`src/rtl/mi3_pkg.sv`:
```
// Shared types, widths and cofactor index tables for the 3x3 matrix inverse core.
package mi3_pkg;

  localparam int QW   = 33;  // quotient bits before saturation
  localparam int DETW = 98;  // signed determinant working width
  localparam int MAGW = 96;  // determinant magnitude width
  localparam int COFW = 66;  // signed cofactor width
  localparam int NW   = 65;  // cofactor magnitude width

  typedef logic signed [31:0] elem_t;

  typedef struct packed {
    logic [MAGW-1:0] rem;
    logic [QW-1:0]   q;
    logic            lsb;
    logic            neg;
    logic            ovf;
  } lane_t;

  typedef struct packed {
    logic            sing;
    logic [MAGW-1:0] d;
    lane_t [8:0]     lane;
  } dstage_t;

  // element indexes of the two products of each adjugate entry: a*b - c*e
  localparam logic [3:0] IDX_A [9] = '{4'd4, 4'd7, 4'd1, 4'd6, 4'd0, 4'd3, 4'd3, 4'd6, 4'd0};
  localparam logic [3:0] IDX_B [9] = '{4'd8, 4'd2, 4'd5, 4'd5, 4'd8, 4'd2, 4'd7, 4'd1, 4'd4};
  localparam logic [3:0] IDX_C [9] = '{4'd7, 4'd1, 4'd4, 4'd3, 4'd6, 4'd0, 4'd6, 4'd0, 4'd3};
  localparam logic [3:0] IDX_E [9] = '{4'd5, 4'd8, 4'd2, 4'd8, 4'd2, 4'd5, 4'd4, 4'd7, 4'd1};

  // adjugate entries holding the first-row cofactors
  localparam logic [3:0] ROW1_COF [3] = '{4'd0, 4'd3, 4'd6};

  localparam logic [QW-1:0] LIM_POS = 33'h0_7FFF_FFFF;
  localparam logic [QW-1:0] LIM_NEG = 33'h0_8000_0000;

endpackage

```
`src/rtl/mi3_post.sv`:
```
// Saturation, sign and singular forcing into the output register of the matrix inverse core.
module mi3_post import mi3_pkg::*; (
  input  logic        clk,
  input  logic        rst_n,
  input  logic        en,
  input  logic        v_in,
  input  dstage_t     ds_in,
  output logic        v_out,
  output elem_t [8:0] res_out,
  output logic        sing_out
);

  logic        v_r;
  elem_t [8:0] res_r, res_nxt;
  logic        sing_r;
  logic [QW-1:0] lim [9];
  logic [QW-1:0] mag [9];

  always_comb begin
    for (int k = 0; k < 9; k++) begin
      lim[k] = ds_in.lane[k].neg ? LIM_NEG : LIM_POS;
      mag[k] = (ds_in.lane[k].ovf || ds_in.lane[k].q > lim[k]) ? lim[k] : ds_in.lane[k].q;
      if (ds_in.sing) begin
        res_nxt[k] = '0;
      end else if (ds_in.lane[k].neg) begin
        res_nxt[k] = 32'(-mag[k]);
      end else begin
        res_nxt[k] = 32'(mag[k]);
      end
    end
  end

  always_ff @(posedge clk) begin
    if (!rst_n) begin
      v_r <= 1'b0;
    end else if (en) begin
      v_r <= v_in;
    end
  end

  always_ff @(posedge clk) begin
    if (en) begin
      res_r  <= res_nxt;
      sing_r <= ds_in.sing;
    end
  end

  assign v_out    = v_r;
  assign res_out  = res_r;
  assign sing_out = sing_r;

endmodule

```
`config.mk`:
```
export PLATFORM = sky130hd
export DESIGN_NAME = mi3_post
export DESIGN_NICKNAME = d
export VERILOG_FILES = /design/src/rtl/mi3_pkg.sv /design/src/rtl/mi3_post.sv
export SDC_FILE = /design/constraint.sdc
export NUM_CORES = 1
export LEC_CHECK = 0
export ABC_AREA = 1
export BUFFER_PORTS_ARGS = -buffer_cell sky130_fd_sc_hd__buf_2
export CORE_AREA = 5 5 608 610
export CTS_CLUSTER_DIAMETER = 200
export DETAILED_ROUTE_END_ITERATION = 12
export DIE_AREA = 0 0 613 615
export GPL_TIMING_DRIVEN = 0
export PLACE_DENSITY = 0.34
export SYNTH_ARGS = -nofsm -noshare
export SYNTH_HDL_FRONTEND = slang
export SYNTH_SLANG_ARGS = --single-unit
```
`constraint.sdc`:
```
create_clock -name clk -period 3.79 [get_ports clk]
set_clock_uncertainty 0.15 [all_clocks]
set_input_delay 0.379 -clock clk [delete_from_list [all_inputs] [get_ports clk]]
set_output_delay 0.379 -clock clk [all_outputs]
set_load 0.02 [all_outputs]
```
==> run metrics <==
Synth Register Bits just under 300; via count 33085; Final Hold Viols 0; vias in the first global route approximately 32000; hold_ws roughly 0.072 ns; leading cell type in the layout, fill and taps excluded nand2_1; reg2reg start v_out; total of max-cap violations 0; critical path peak fanout 10; Syn Nets slightly above 6000; CP max stage delay 0.59 ns; nets around 6800; detailed placement HPWL 178 mm; Port Buffers 609; Initial Util 0.0825; Mapped Cells 4468; pre-CTS setup slack -2.31 ns; CTS Buf Count 48; Clock Sinks a little under 300; DRC viols 0; Clock Path Buffers 3; Netlist cell types 50; # rows around 220; GR Util All Layers 0.106; Slowest cell on crit path dlygate4sd3_1; GRT Residual Overflow 0; full die area 0.377 mm^2; IO Pins ~1600; Worst-Margin Slew approximately 1.4 ns; Max H-tree Level 2; Via density roughly 3.3; GPL Wtd Cong 0.871; drt total wl between 200 and 250 mm; RSZ-0062 raised after global routing true; Final Max Slew Viols 0; crit end category flip-flop; Buf/Inv on CP 5; DP Area about 0.04 mm^2; CTS tree yes; Slew headroom 0.0983; initial antenna violation count 54; Horiz. Die Dim approximately 600 um; Lkg Pwr 0.0192 uW; layout overhead on the synthesized area 40.6%; crit path from ds_in[825]; Yosys warnings 0; CP required a little over 4 ns; crit path cell chain dlygate4sd3_1, buf_2, ha_1, nand2_1, nor2_2, nand3_1, nor4_2, nand3_1, nand2_4, nand2_4, nand2_2, buf_6, buf_8, nand2_1, inv_1, ha_1, nand4_1, nor2_2, nand3_1, nand2_1, nand3_1, nand2_1, nor2_1; DRT Pass-1 Iters 6; Skew-Pair Late Insertion Delay between 0.7 and 0.8 ns; Root Buffer Master clkbuf_16; post-synthesis sequential area ratio 0.290; Worst Setup Path Type input port to flip-flop; total negative slack 0 ns; Period minus WS final around 3.6 ns; DR iter-0 viols roughly 2100; status completed; synthesized area around 0.030 mm^2; Final Cycle Share 0.954; final core utilization 0.116; clk slew on worst S/H paths roughly 0.060 ns; HP Class input port to flip-flop; Hold Crit Start ds_in[33]; final setup margin between 0.15 and 0.2 ns; Avg Cell Area, Syn just under 7 um^2; f_max roughly 0.28 GHz; core area about 0.36 mm^2; Die Ht a little over 600 um; delay-heaviest family, CP simple AND/OR/NAND/NOR gates; largest net degree at the start of global routing about 100; Final setup viols 0; most frequent cells in the layout 1226 x nand2_1, 625 x buf_2, 602 x nor2_1; global-route wire length before repair roughly 280 mm; VDD IR-drop max between 0.2 and 0.3 mV; number of antenna-violating nets in the routed design 0; Critical Path Start Type input port; routed len/inst just over 20 um; critical path data arrival time between 3 and 4 ns; layout cells sized above 1 0.213; final non-filler cell area between 0.04 and 0.05 mm^2; Power Dens Cells around 320 mW/mm^2
[cells in the mapped netlist (all sizes together)]
library cell / instances / area share
a211oi: 2 / 0.00050
a21boi: 1 / 0.00025
a21o: 15 / 0.0037
a21oi: 222 / 0.037
a311oi: 7 / 0.0020
a31oi: 46 / 0.0096
and2: 3 / 0.00062
and3: 8 / 0.0017
buf: 96 / 0.021
clkbuf: 59 / 0.0074
clkinv: 7 / 0.00088
dfxtp: 1 / 0.00067
edfxtp: 289 / 0.29
ha: 297 / 0.12
inv: 471 / 0.059
nand2: 1312 / 0.17
nand3: 598 / 0.11
nand3b: 17 / 0.0042
nand4: 70 / 0.016
nor2: 689 / 0.093
nor3: 57 / 0.0098
nor3b: 3 / 0.00092
nor4: 8 / 0.0032
nor4b: 1 / 0.00050
o211a: 2 / 0.00067
o211ai: 11 / 0.0027
o21ai: 162 / 0.028
o311a: 3 / 0.0010
o311ai: 2 / 0.00058
or2: 9 / 0.0019
[cell type report]
type                            count  area [um^2]
Antenna cell                       12         30.0
Buffer                            146         1000
Clock buffer                       56         1230
Clock inverter                     34          404
Fill cell                       42720       322000
Inverter                          478         1840
Multi-Input combinational cell   3545        19000
Sequential cell                   290         8700
Tap cell                         4816         6030
Timing Repair Buffer              682         4010
[final timing paths]
check | endpoint | slack (ns) | cells past startpoint
worst max-delay path | res_out[206] | 0.17 | 23
worst min-delay path | res_out[30] | 0.07 | 5
worst max register to register | v_out | 2.43 | 3
worst min register to register | v_out | 0.94 | 3
[flip-flops by register name (all words and copies together) (netlist names)]
signal,cells
sing_out,1
res_out,288
v_out,1
[power breakdown]
group          switching (uW)  internal, uW  total [uW]
sequential                123          3900        4020
clock                    2100          2660        4760
combinational            3420          1340        4760
[repair_timing]
action | in CTS | in global routing
hold buffers | 30 | 0
hold endpoints to repair | 50 | 0
resized for setup | 88 | 103
buffers inserted | 6 | 25
pin swaps | 2 | 20
endpoints found under the setup margin | 215 | 110
[cells by family after synthesis]
family	Yosys count	share of synthesized area
compound gates	473	0.0862
fa+ha+maj	297	0.124
buf+inv	633	0.0884
flops	290	0.290
simple gates	2775	0.412
[layer usage]
metal  vias to the layer above  GRT usage  part of all wire
met4                         2     0.0407             0.046
met1                     15555      0.120              0.39
met3                       229     0.0303             0.069
met5                         -          0          0.000062
li1                      16407          -                 -
met2                       892      0.187              0.49
[worst min-delay path, stage by stage]
cell and delay [ns]:
buf_2 0.12, nand2_1 0.08, nand2_1 0.06, nor2_1 0.04
nor2_1 0.08
[through the flow]
step	power [uW]	instances
final	13500	10059
after global routing	14400	10054
after CTS	13900	10026
after detailed placement	8800	9905
after global placement	8830	9893
after floorplan	6510	4468
(Power assumes the default switching activity.)
